[config.mk]
export PLATFORM = sky130hd
export DESIGN_NAME = tagged_chunk_deframer
export DESIGN_NICKNAME = d
export VERILOG_FILES = /design/src/hw/rtl/tcd_pkg.sv /design/src/hw/rtl/tcd_hdr.sv /design/src/hw/rtl/tagged_chunk_deframer.sv
export SDC_FILE = /design/constraint.sdc
export NUM_CORES = 1
export LEC_CHECK = 0
export ABC_AREA = 1
export BUFFER_PORTS_ARGS = -buffer_cell sky130_fd_sc_hd__buf_2
export CORE_ASPECT_RATIO = 2
export CORE_MARGIN = 1.5
export CORE_UTILIZATION = 25
export DETAILED_ROUTE_END_ITERATION = 10
export HOLD_SLACK_MARGIN = 0.1
export SETUP_SLACK_MARGIN = 0.2
export SLEW_MARGIN = 20
export SYNTH_ARGS = -nofsm -noshare
export SYNTH_HDL_FRONTEND = slang
export SYNTH_HIERARCHICAL = 1
export SYNTH_SLANG_ARGS = --single-unit
export TNS_END_PERCENT = 10
[constraint.sdc]
create_clock -name clk -period 2.7 [get_ports clk]
set_input_delay 0.54 -clock clk [delete_from_list [all_inputs] [get_ports clk]]
set_output_delay 0.54 -clock clk [all_outputs]
set_load 0.005 [all_outputs]
[src/hw/rtl/tcd_pkg.sv]
// Package for the tagged chunk deframer: payload structs, status codes and
// header geometry constants. No dependencies.
`default_nettype none
package tcd_pkg;

	localparam int unsigned HdrLen  = 8;
	localparam int unsigned TagLen  = 4;
	localparam int unsigned TagW    = 8 * TagLen;
	localparam int unsigned LenW    = 8 * (HdrLen - TagLen);
	localparam int unsigned HdrCntW = $clog2(HdrLen);

	localparam logic [1:0] StPayload = 2'd0;
	localparam logic [1:0] StBadTag  = 2'd1;
	localparam logic [1:0] StEnd     = 2'd2;

	typedef struct packed {
		logic [7:0] byte_in;
		logic       stream_end;
	} in_t;

	typedef struct packed {
		logic [7:0] payload_byte;
		logic [1:0] status;
	} out_t;

	typedef struct packed {
		logic            done;
		logic            tag_ok;
		logic            len_zero;
		logic [LenW-1:0] len;
	} hdr_info_t;

endpackage
`default_nettype wire

[src/hw/rtl/tcd_hdr.sv]
// Chunk header collector: gathers header bytes and checks the tag on the last one.
// Depends on tcd_pkg.
`default_nettype none
module tcd_hdr (
	input  wire logic                    clk,
	input  wire logic                    arst_n,
	input  wire logic                    push,
	input  wire logic                    clear,
	input  wire logic [7:0]              data,
	input  wire logic [tcd_pkg::TagW-1:0] expected_tag,
	output tcd_pkg::hdr_info_t           info
);

	localparam logic [tcd_pkg::HdrCntW-1:0] CntLast =
		tcd_pkg::HdrCntW'(tcd_pkg::HdrLen - 1);

	logic [tcd_pkg::HdrCntW-1:0] cnt_q;
	logic [tcd_pkg::HdrLen-1:0][7:0] bytes_q;
	logic [tcd_pkg::TagW-1:0] tag;
	logic [tcd_pkg::LenW-1:0] len;

	always_ff @(posedge clk or negedge arst_n) begin
		if (!arst_n) begin
			cnt_q <= '0;
		end else if (clear) begin
			cnt_q <= '0;
		end else if (push) begin
			cnt_q <= (cnt_q == CntLast) ? '0 : cnt_q + tcd_pkg::HdrCntW'(1);
		end
	end

	always_ff @(posedge clk) begin
		if (push) begin
			bytes_q[cnt_q] <= data;
		end
	end

	always_comb begin
		for (int i = 0; i < tcd_pkg::TagLen; i++) begin
			tag[8*i +: 8] = bytes_q[i];
		end
		for (int i = 0; i < tcd_pkg::HdrLen - tcd_pkg::TagLen - 1; i++) begin
			len[8*i +: 8] = bytes_q[tcd_pkg::TagLen + i];
		end
		len[tcd_pkg::LenW-8 +: 8] = data;
		info.done     = push && (cnt_q == CntLast);
		info.tag_ok   = (tag == expected_tag);
		info.len_zero = (len == '0);
		info.len      = len;
	end

endmodule
`default_nettype wire

[src/hw/rtl/tagged_chunk_deframer.sv]
// Top level of the tagged chunk deframer: mode control, payload counter and
// output register. Depends on tcd_pkg and tcd_hdr.
// Takes one stream byte per clock and strips 8-byte chunk headers (32-bit tag,
// 32-bit length, little endian), passing only payload bytes. Each payload byte
// and each status is registered into a single output register; in_ready
// is high whenever that register is empty or being drained, so the sustained
// rate is one byte per cycle with out_ready held high. A header tag that does
// not match the configured value reports a bad-tag status once and the block
// then drops everything until reset. An end mark reports end of stream.
`default_nettype none
module tagged_chunk_deframer (
	input  wire logic          clk,
	input  wire logic          arst_n,
	input  wire logic          in_valid,
	output logic               in_ready,
	input  wire tcd_pkg::in_t  in_data,
	output logic               out_valid,
	input  wire logic          out_ready,
	output tcd_pkg::out_t      out_data,
	input  wire logic          cfg_valid,
	output logic               cfg_ready,
	input  wire logic [31:0]   cfg_data
);

	typedef enum logic [1:0] {
		MODE_HEADER,
		MODE_PAYLOAD,
		MODE_ERROR,
		MODE_ENDED
	} mode_t;

	mode_t                    mode_q;
	logic [tcd_pkg::LenW-1:0] payload_left_q;
	logic [tcd_pkg::TagW-1:0] expected_tag_q;
	logic                     out_valid_q;
	tcd_pkg::out_t            out_q;

	logic               in_fire;
	logic               out_load;
	logic               hdr_push;
	logic               hdr_clear;
	tcd_pkg::hdr_info_t hdr_info;

	assign in_ready  = !out_valid_q || out_ready;
	assign in_fire   = in_valid && in_ready;
	assign cfg_ready = 1'b1;
	assign out_valid = out_valid_q;
	assign out_data  = out_q;

	assign hdr_push  = in_fire && !in_data.stream_end && (mode_q == MODE_HEADER);
	assign hdr_clear = in_fire && in_data.stream_end &&
		((mode_q == MODE_HEADER) || (mode_q == MODE_PAYLOAD));

	tcd_hdr u_hdr (
		.clk          (clk),
		.arst_n       (arst_n),
		.push         (hdr_push),
		.clear        (hdr_clear),
		.data         (in_data.byte_in),
		.expected_tag (expected_tag_q),
		.info         (hdr_info)
	);

	always_comb begin
		out_load = 1'b0;
		if (in_fire) begin
			case (mode_q)
				MODE_ERROR:   out_load = 1'b0;
				MODE_ENDED:   out_load = in_data.stream_end;
				MODE_PAYLOAD: out_load = 1'b1;
				default:      out_load = in_data.stream_end ||
					(hdr_info.done && !hdr_info.tag_ok);
			endcase
		end
	end

	always_ff @(posedge clk or negedge arst_n) begin
		if (!arst_n) begin
			expected_tag_q <= '0;
		end else if (cfg_valid && cfg_ready) begin
			expected_tag_q <= cfg_data;
		end
	end

	always_ff @(posedge clk or negedge arst_n) begin
		if (!arst_n) begin
			mode_q         <= MODE_HEADER;
			payload_left_q <= '0;
			out_valid_q    <= 1'b0;
			out_q          <= '0;
		end else begin
			out_valid_q <= out_load || (out_valid_q && !out_ready);
			if (in_fire) begin
				case (mode_q)
					MODE_ERROR: begin
					end
					MODE_ENDED: begin
						if (in_data.stream_end) begin
							out_q <= '{payload_byte: 8'd0, status: tcd_pkg::StEnd};
						end
					end
					MODE_PAYLOAD: begin
						if (in_data.stream_end) begin
							mode_q         <= MODE_ENDED;
							payload_left_q <= '0;
							out_q          <= '{payload_byte: 8'd0, status: tcd_pkg::StEnd};
						end else begin
							payload_left_q <= payload_left_q - tcd_pkg::LenW'(1);
							if (payload_left_q == tcd_pkg::LenW'(1)) begin
								mode_q <= MODE_HEADER;
							end
							out_q <= '{payload_byte: in_data.byte_in,
								status: tcd_pkg::StPayload};
						end
					end
					default: begin
						if (in_data.stream_end) begin
							mode_q         <= MODE_ENDED;
							payload_left_q <= '0;
							out_q          <= '{payload_byte: 8'd0, status: tcd_pkg::StEnd};
						end else if (hdr_info.done) begin
							if (!hdr_info.tag_ok) begin
								mode_q <= MODE_ERROR;
								out_q  <= '{payload_byte: 8'd0,
									status: tcd_pkg::StBadTag};
							end else begin
								payload_left_q <= hdr_info.len;
								mode_q <= hdr_info.len_zero ? MODE_HEADER : MODE_PAYLOAD;
							end
						end
					end
				endcase
			end
		end
	end

`ifndef ASSERT_OFF
	a_error_sticky: assert property (@(posedge clk) disable iff (!arst_n)
		mode_q == MODE_ERROR |=> mode_q == MODE_ERROR)
		else $error("error mode left without reset");

	a_payload_nonzero: assert property (@(posedge clk) disable iff (!arst_n)
		mode_q == MODE_PAYLOAD |-> payload_left_q != '0)
		else $error("payload mode with zero bytes left");

	a_zero_byte: assert property (@(posedge clk) disable iff (!arst_n)
		out_valid_q && (out_q.status != tcd_pkg::StPayload) |-> out_q.payload_byte == 8'd0)
		else $error("nonzero byte on a status transaction");

	a_error_silent: assert property (@(posedge clk) disable iff (!arst_n)
		in_fire && (mode_q == MODE_ERROR) && !out_valid_q |=> !out_valid_q)
		else $error("transaction produced in error mode");
`endif

endmodule
`default_nettype wire

==> metrics.csv, run 1 <==
metric;value;unit
fin_util;0.293;
htree_levels;4;
ys_async_sr_fraction;0.588;
critPathLaunchType;register;
wire_per_inst;15.3;µm
rrSetupSlack;440;ps
fmax;443;MHz
yosys_warnings;6;
power_leakage;3.64;nW
finalHoldViolCount;0;
synth_flop_cell;dfrtp_1;
num_antenna_cells;0;
core_area;28300;µm²
worst_pin_slew;775;ps
grt_overflow;0;
yosysTopAreaCellShare;0.278;
ys_top_cells_by_count;nand2_1 (187), nor2_1 (133), inv_1 (91);
dp_cells;1191;
cp-end-kind;register;
cts_setup_buffers;0;
finalCriticalPeriod;2260;ps
antenna_left;0;
ctsHoldBuffers;0;
ys_types;46;
tns;0;ps
arrival;2570;ps
fin_cells;1223;
rows;87;
die_h;243;µm
cp.required;3010;ps
finalSetupViolCount;0;
postSynthCellCount;812;
hold_class;in2async;
ir_worst_vdd;0.000324;V
die_width;123;µm
cts_tree;yes;
cts-root-buf;clkbuf_16;
maxSlewViolCount;0;
start_util;0.254;
synth_most_common_cell;nand2_1;
power_density;573;nW/µm²
first_iter_violations;350;
antenna_found_initial;0;
final_cell_area;8280;µm²
status;finished clean;
synth_area;7190;µm²
avgSynthCellArea;8.86;µm²
gp_congestion;0.905;
io_buffers;57;
viasPerCell;4.43;
synth.area.top_cells;dfrtp_1 (28%), edfxtp_1 (23%), nand2_1 (9.8%), nor2_1 (6.9%), inv_1 (4.7%);
cts_sinks;136;
drc;0;
track_usage;0.131;
syn_nets;862;
grt_pass1_vias;5307;
grt_pass1_wl;28600;µm
slew_headroom;0.483;
yosys_register_bits;136;
rr_endpoint;payload_left_q[10]$_DFFE_PN0P_;
cts_buffers;17;
boundaryPins;59;
ctsResizeCount;0;
drt-total-wl;18700;µm
clock_path_buffers;2;
rsz0062_at_grt;no;
totalPowerFinal;0.00474;W
grt_max_degree;49;
fillers;2969;
worst_r2r_startpoint;u_hdr/bytes_q[22]$_DFFE_PP_;
path_class;reg2reg;
finClkSkew;12.3;ps
r2r_cells;13;
crit_path_max_fanout;24;
max_cap_viol_count;0;
clkTransAtPathRegs;70;ps
synth_largest_area_cell;dfrtp_1;
vias;5421;
final_nets;904;
finalCritPeriodShare;0.837;
dp_hpwl;13900;µm
die-area;29900;µm²
syn_to_final_growth;15.2;%
dpl-instance-area;7720;µm²
drive_above_1_share;0.223;
firstDrtPassIters;4;
synth_edf_count;56;
worstSkewPairLatency;430;ps
ys_seq_area_frac;0.512;
## how the worst max path moves through the flow
stage	from	to	slack, ps
floorplan	out_ready	u_hdr/info[16]$_DFFE_PP_	290
global placement	out_ready	payload_left_q[12]$_DFFE_PN0P_	310
detailed placement	out_ready	payload_left_q[10]$_DFFE_PN0P_	250
CTS	u_hdr/bytes_q[22]$_DFFE_PP_	payload_left_q[9]$_DFFE_PN0P_	430
global route	expected_tag_q[19]$_DFFE_PN0P_	payload_left_q[9]$_DFFE_PN0P_	270
finish	u_hdr/bytes_q[22]$_DFFE_PP_	payload_left_q[10]$_DFFE_PN0P_	440
## cells in the final DEF (no fill, tap or decap), drive strengths merged, types with 2 or more instances in the layout
master and instances:
dfrtp 80, nor4 4, or2 2, a22oi 10, o211ai 2, mux2 32, nand4 5, a21oi 42
o21bai 3, clkinvlp 2, clkinv 3, nand2 192, edfxtp 56, nand3b 3, ha 4, nand3 24
nor2 142, a21boi 2, buf 75, inv 106, o21ai 44, nor3 4, clkbuf 18, xor2 3
## per-stage QoR
stage	hold WS [ps]	worst slack, ps
after floorplan	244	290
after global placement	465	305
after detailed placement	470	255
after CTS	162	428
after global routing	182	272
final	138	440
## critical path, stage by stage, from the launching register on
cell and delay [ps]:
edfxtp_1 410, nand2_1 90, nand2_1 50, nor2_1 120, nand2_1 140, nor2_1 130
nand2_1 60, nor2_1 290, o21ai_2 130, nor2_4 100, inv_2 160, buf_12 220
a21oi_1 160, a22oi_2 70
## kinds of logic (layout without fill, tap and decap cells)
logic type | Yosys count | after routing | share of synthesized area
other | 1 | 1 | 0.000521
adder cells (fa/ha/maj) | 4 | 4 | 0.00696
multiplexers | 32 | 32 | 0.0501
AO/OA/AOI/OAI | 110 | 110 | 0.106
flip-flops | 136 | 136 | 0.512
XOR/XNOR | 4 | 4 | 0.00487
buffers and inverters | 149 | 204 | 0.103
AND/OR/NAND/NOR | 376 | 376 | 0.217
## layout make-up
cell class	instances	area [µm²]	share of cell area
clock inverter	14	134	0.0162
inverter	97	364	0.0440
clock buffer	18	429	0.0518
timing repair buffer	75	460	0.0556
tap	356	445	0.0538
sequential	136	3680	0.445
multi-input combinational	527	2770	0.334
## routing by layer
metal,share of wire,global-route usage,vias to the layer above
met1,0.33,0.119,2591
met2,0.59,0.257,121
li1,-,-,2675
met3,0.036,0.0244,34
met5,0,0,-
met4,0.046,0.0766,0
## where the power goes
group / internal (W) / switching, W
Clock: 0.00122 / 0.00101
Combinational: 0.000112 / 0.000154
Sequential: 0.00221 / 0.0000418
Total: 0.00354 / 0.00120
## flip-flops by register name, summed over array words and instances, names as in the netlist
| signal | flops |
|---|---|
| payload_left_q | 32 |
| u_hdr/cnt_q | 3 |
| out_data | 10 |
| u_hdr/bytes_q | 32 |
| expected_tag_q | 32 |
| mode_q | 2 |
| u_hdr/info | 24 |
| out_valid | 1 |
Power figures use the tool's default switching activity.
==> inputs of run 2 (changes only) <==
ABC_AREA = 0   (was 1)
clock period = 2.01 ns   (was 2.7 ns; I/O delays follow)
==> metrics.csv, run 2 <==
metric;value;unit;change
cp.required;2310;ps;-700 ps
grt_max_degree;44;;-10%
mostFrequentLayoutCells;buf_4 (86), dfrtp_1 (80), buf_2 (56), edfxtp_1 (56), nand2_1 (41);;
violations;setup timing;;
largestRegisters;expected_tag_q (32), payload_left_q (32), u_hdr/bytes_q (32);;
finalSetupViolCount;44;;+44
fin_cells;1017;;-17%
final_cell_area;8300;µm²;+0.18%
arrival;2800;ps;+230 ps
finalHoldViolCount;0;;unchanged
viasPerCell;4.77;;+7.7%
start_util;0.256;;+0.00149
cp-end-kind;register;;
synth_area;6430;µm²;-11%
die_h;230;µm;-5.4%
yosysTopAreaCellShare;0.312;;+0.0332
antenna_found_initial;0;;unchanged
ys_top_cells_by_count;dfrtp_1 (80), edfxtp_1 (56), o21ai_0 (49);;
cts_tree;yes;;
max_cap_viol_count;0;;unchanged
fin_ws;-493;ps;-934 ps
maxSlewViolCount;0;;unchanged
rrSetupSlack;-490;ps;-930 ps
clock_path_buffers;2;;unchanged
num_antenna_cells;0;;unchanged
ys_types;55;;+20%
htree_levels;4;;unchanged
cts_buffers;17;;unchanged
slew_headroom;0.348;;-0.135
synth_most_common_cell;dfrtp_1;;
power_leakage;3.37;nW;-7.4%
wire_per_inst;18.1;µm;+18%
rows;82;;-5.7%
ir_worst_vdd;0.000568;V;+76%
regArea;3680;µm²;unchanged
grt_pass1_wl;27700;µm;-3.4%
rsz0062_at_grt;yes;;
track_usage;0.142;;+0.0111
tns;-11430;ps;-11,430 ps
syn_to_final_growth;29.1;%;
fillers;2514;;-15%
yosys_register_bits;136;;unchanged
critPathLaunchType;register;;
cts-root-buf;clkbuf_16;;
grt_overflow;0;;unchanged
first_iter_violations;372;;+6.3%
io_buffers;57;;unchanged
clkTransAtPathRegs;70;ps;about the same
yosys_warnings;6;;unchanged
grt_pass1_vias;4988;;-6.0%
path_class;reg2reg;;
drive_above_1_share;0.363;;+0.140
cts_sinks;136;;unchanged
hold_class;in2reg;;
postSynthCellCount;557;;-31%
finClkSkew;7.27;ps;-4.99 ps
place_ws;-737;ps;-992 ps
finalCriticalPeriod;2500;ps;+244 ps
synth_largest_area_cell;dfrtp_1;;
synth_edf_count;56;;unchanged
dpl-instance-area;7480;µm²;-3.1%
final_nets;718;;-21%
synth_flop_cell;dfrtp_1;;
boundaryPins;59;;unchanged
drc;0;;unchanged
core_area;25100;µm²;-11%
ys_seq_area_frac;0.573;;+0.0611
drt-total-wl;18400;µm;-1.9%
die_width;116;µm;-5.3%
synth.area.top_cells;dfrtp_1 (31%), edfxtp_1 (26%), mux2_2 (5.6%), xor2_1 (4.4%), buf_4 (3.9%);;
worst_pin_slew;970;ps;+194 ps
crit_path_max_fanout;7;;-71%
gp_congestion;0.886;;-2.2%
dp_hpwl;13700;µm;-1.4%
firstDrtPassIters;4;;unchanged
antenna_left;0;;unchanged
final_common_cell;buf_4;;
die-area;26700;µm²;-10%
fmax;399;MHz;-9.7%
status;finished, violations left;;
ys_async_sr_fraction;0.588;;unchanged
avgSynthCellArea;11.5;µm²;+30%
multi_input_area;2460;µm²;-11%
power_density;809;nW/µm²;+41%
syn_nets;607;;-30%
vias;4856;;-10%
worstSkewPairLatency;430;ps;about the same
finalCritPeriodShare;1.25;;+0.409
dp_cells;979;;-18%
-- run 2: routing by layer --
layer | routed length (µm) | up-vias | track usage
met1 | 6050 | 2415 | 0.130
met5 | 0 | - | 0
li1 | - | 2239 | -
met4 | 1230 | 0 | 0.0960
met3 | 571 | 53 | 0.0282
met2 | 10500 | 149 | 0.269
-- run 2: cell families after synthesis --
family | share of synthesized area
xor gates and xnor gates | 0.0436
buffers and inverters | 0.0666
adders and majority gates | 0.00779
and+or+nand+nor | 0.136
other | 0.000584
AOI/OAI and AO/OA | 0.111
DFF | 0.573
muxes | 0.0607
-- run 2: final timing paths --
path / start / end / cells past startpoint
setup reg to reg: expected_tag_q[27]$_DFFE_PN0P_ / payload_left_q[23]$_DFFE_PN0P_ / 10
max in group asynchronous: arst_n / payload_left_q[18]$_DFFE_PN0P_ / 3
setup / recovery: expected_tag_q[27]$_DFFE_PN0P_ / payload_left_q[23]$_DFFE_PN0P_ / 10
min in group asynchronous: arst_n / out_valid$_DFF_PN0_ / 2
hold / removal: cfg_data[25] / expected_tag_q[25]$_DFFE_PN0P_ / 2
hold reg to reg: out_data[1]$_DFFE_PN0P_ / out_data[1]$_DFFE_PN0P_ / 2
-- run 2: repair_timing --
action,in CTS,in global routing
endpoints found under the hold margin,19,0
pin swaps,3,5
hold buffers,1,0
setup endpoints to repair,69,101
gates resized for setup,25,37
buffers inserted,2,3
-- run 2: layout make-up --
cell class | instances | share of cell area
sequential | 136 | 0.444
tap | 336 | 0.0507
multi-input combinational | 352 | 0.297
clock inverter | 14 | 0.0181
timing repair buffer | 153 | 0.133
inverter | 8 | 0.00362
clock buffer | 18 | 0.0543
-- run 2: per-stage QoR --
stage	power, W	hold WS (ps)	util
floorplan	0.00331	106	-
global placement	0.00357	317	0.298
detailed placement	0.00358	320	0.298
CTS	0.00676	188	0.324
global route	0.00693	194	0.330
finish	0.00671	205	0.330
-- run 2: report_power, final --
part / switching, W / internal (W) / total [W]
clock network: 0.00134 / 0.00183 / 0.00318
logic: 0.000262 / 0.000235 / 0.000497
registers: 0.0000597 / 0.00298 / 0.00304
total: 0.00167 / 0.00504 / 0.00671
-- run 2: worst max-delay path, stage by stage, from the launching register on --
cell	delay, ps
dfrtp_1	400
xor2_1	160
nor4_1	290
buf_4	170
nand4_1	110
nor2_2	190
a211o_1	210
nand3_4	110
or4_4	540
nand3_2	110
o311ai_4	90
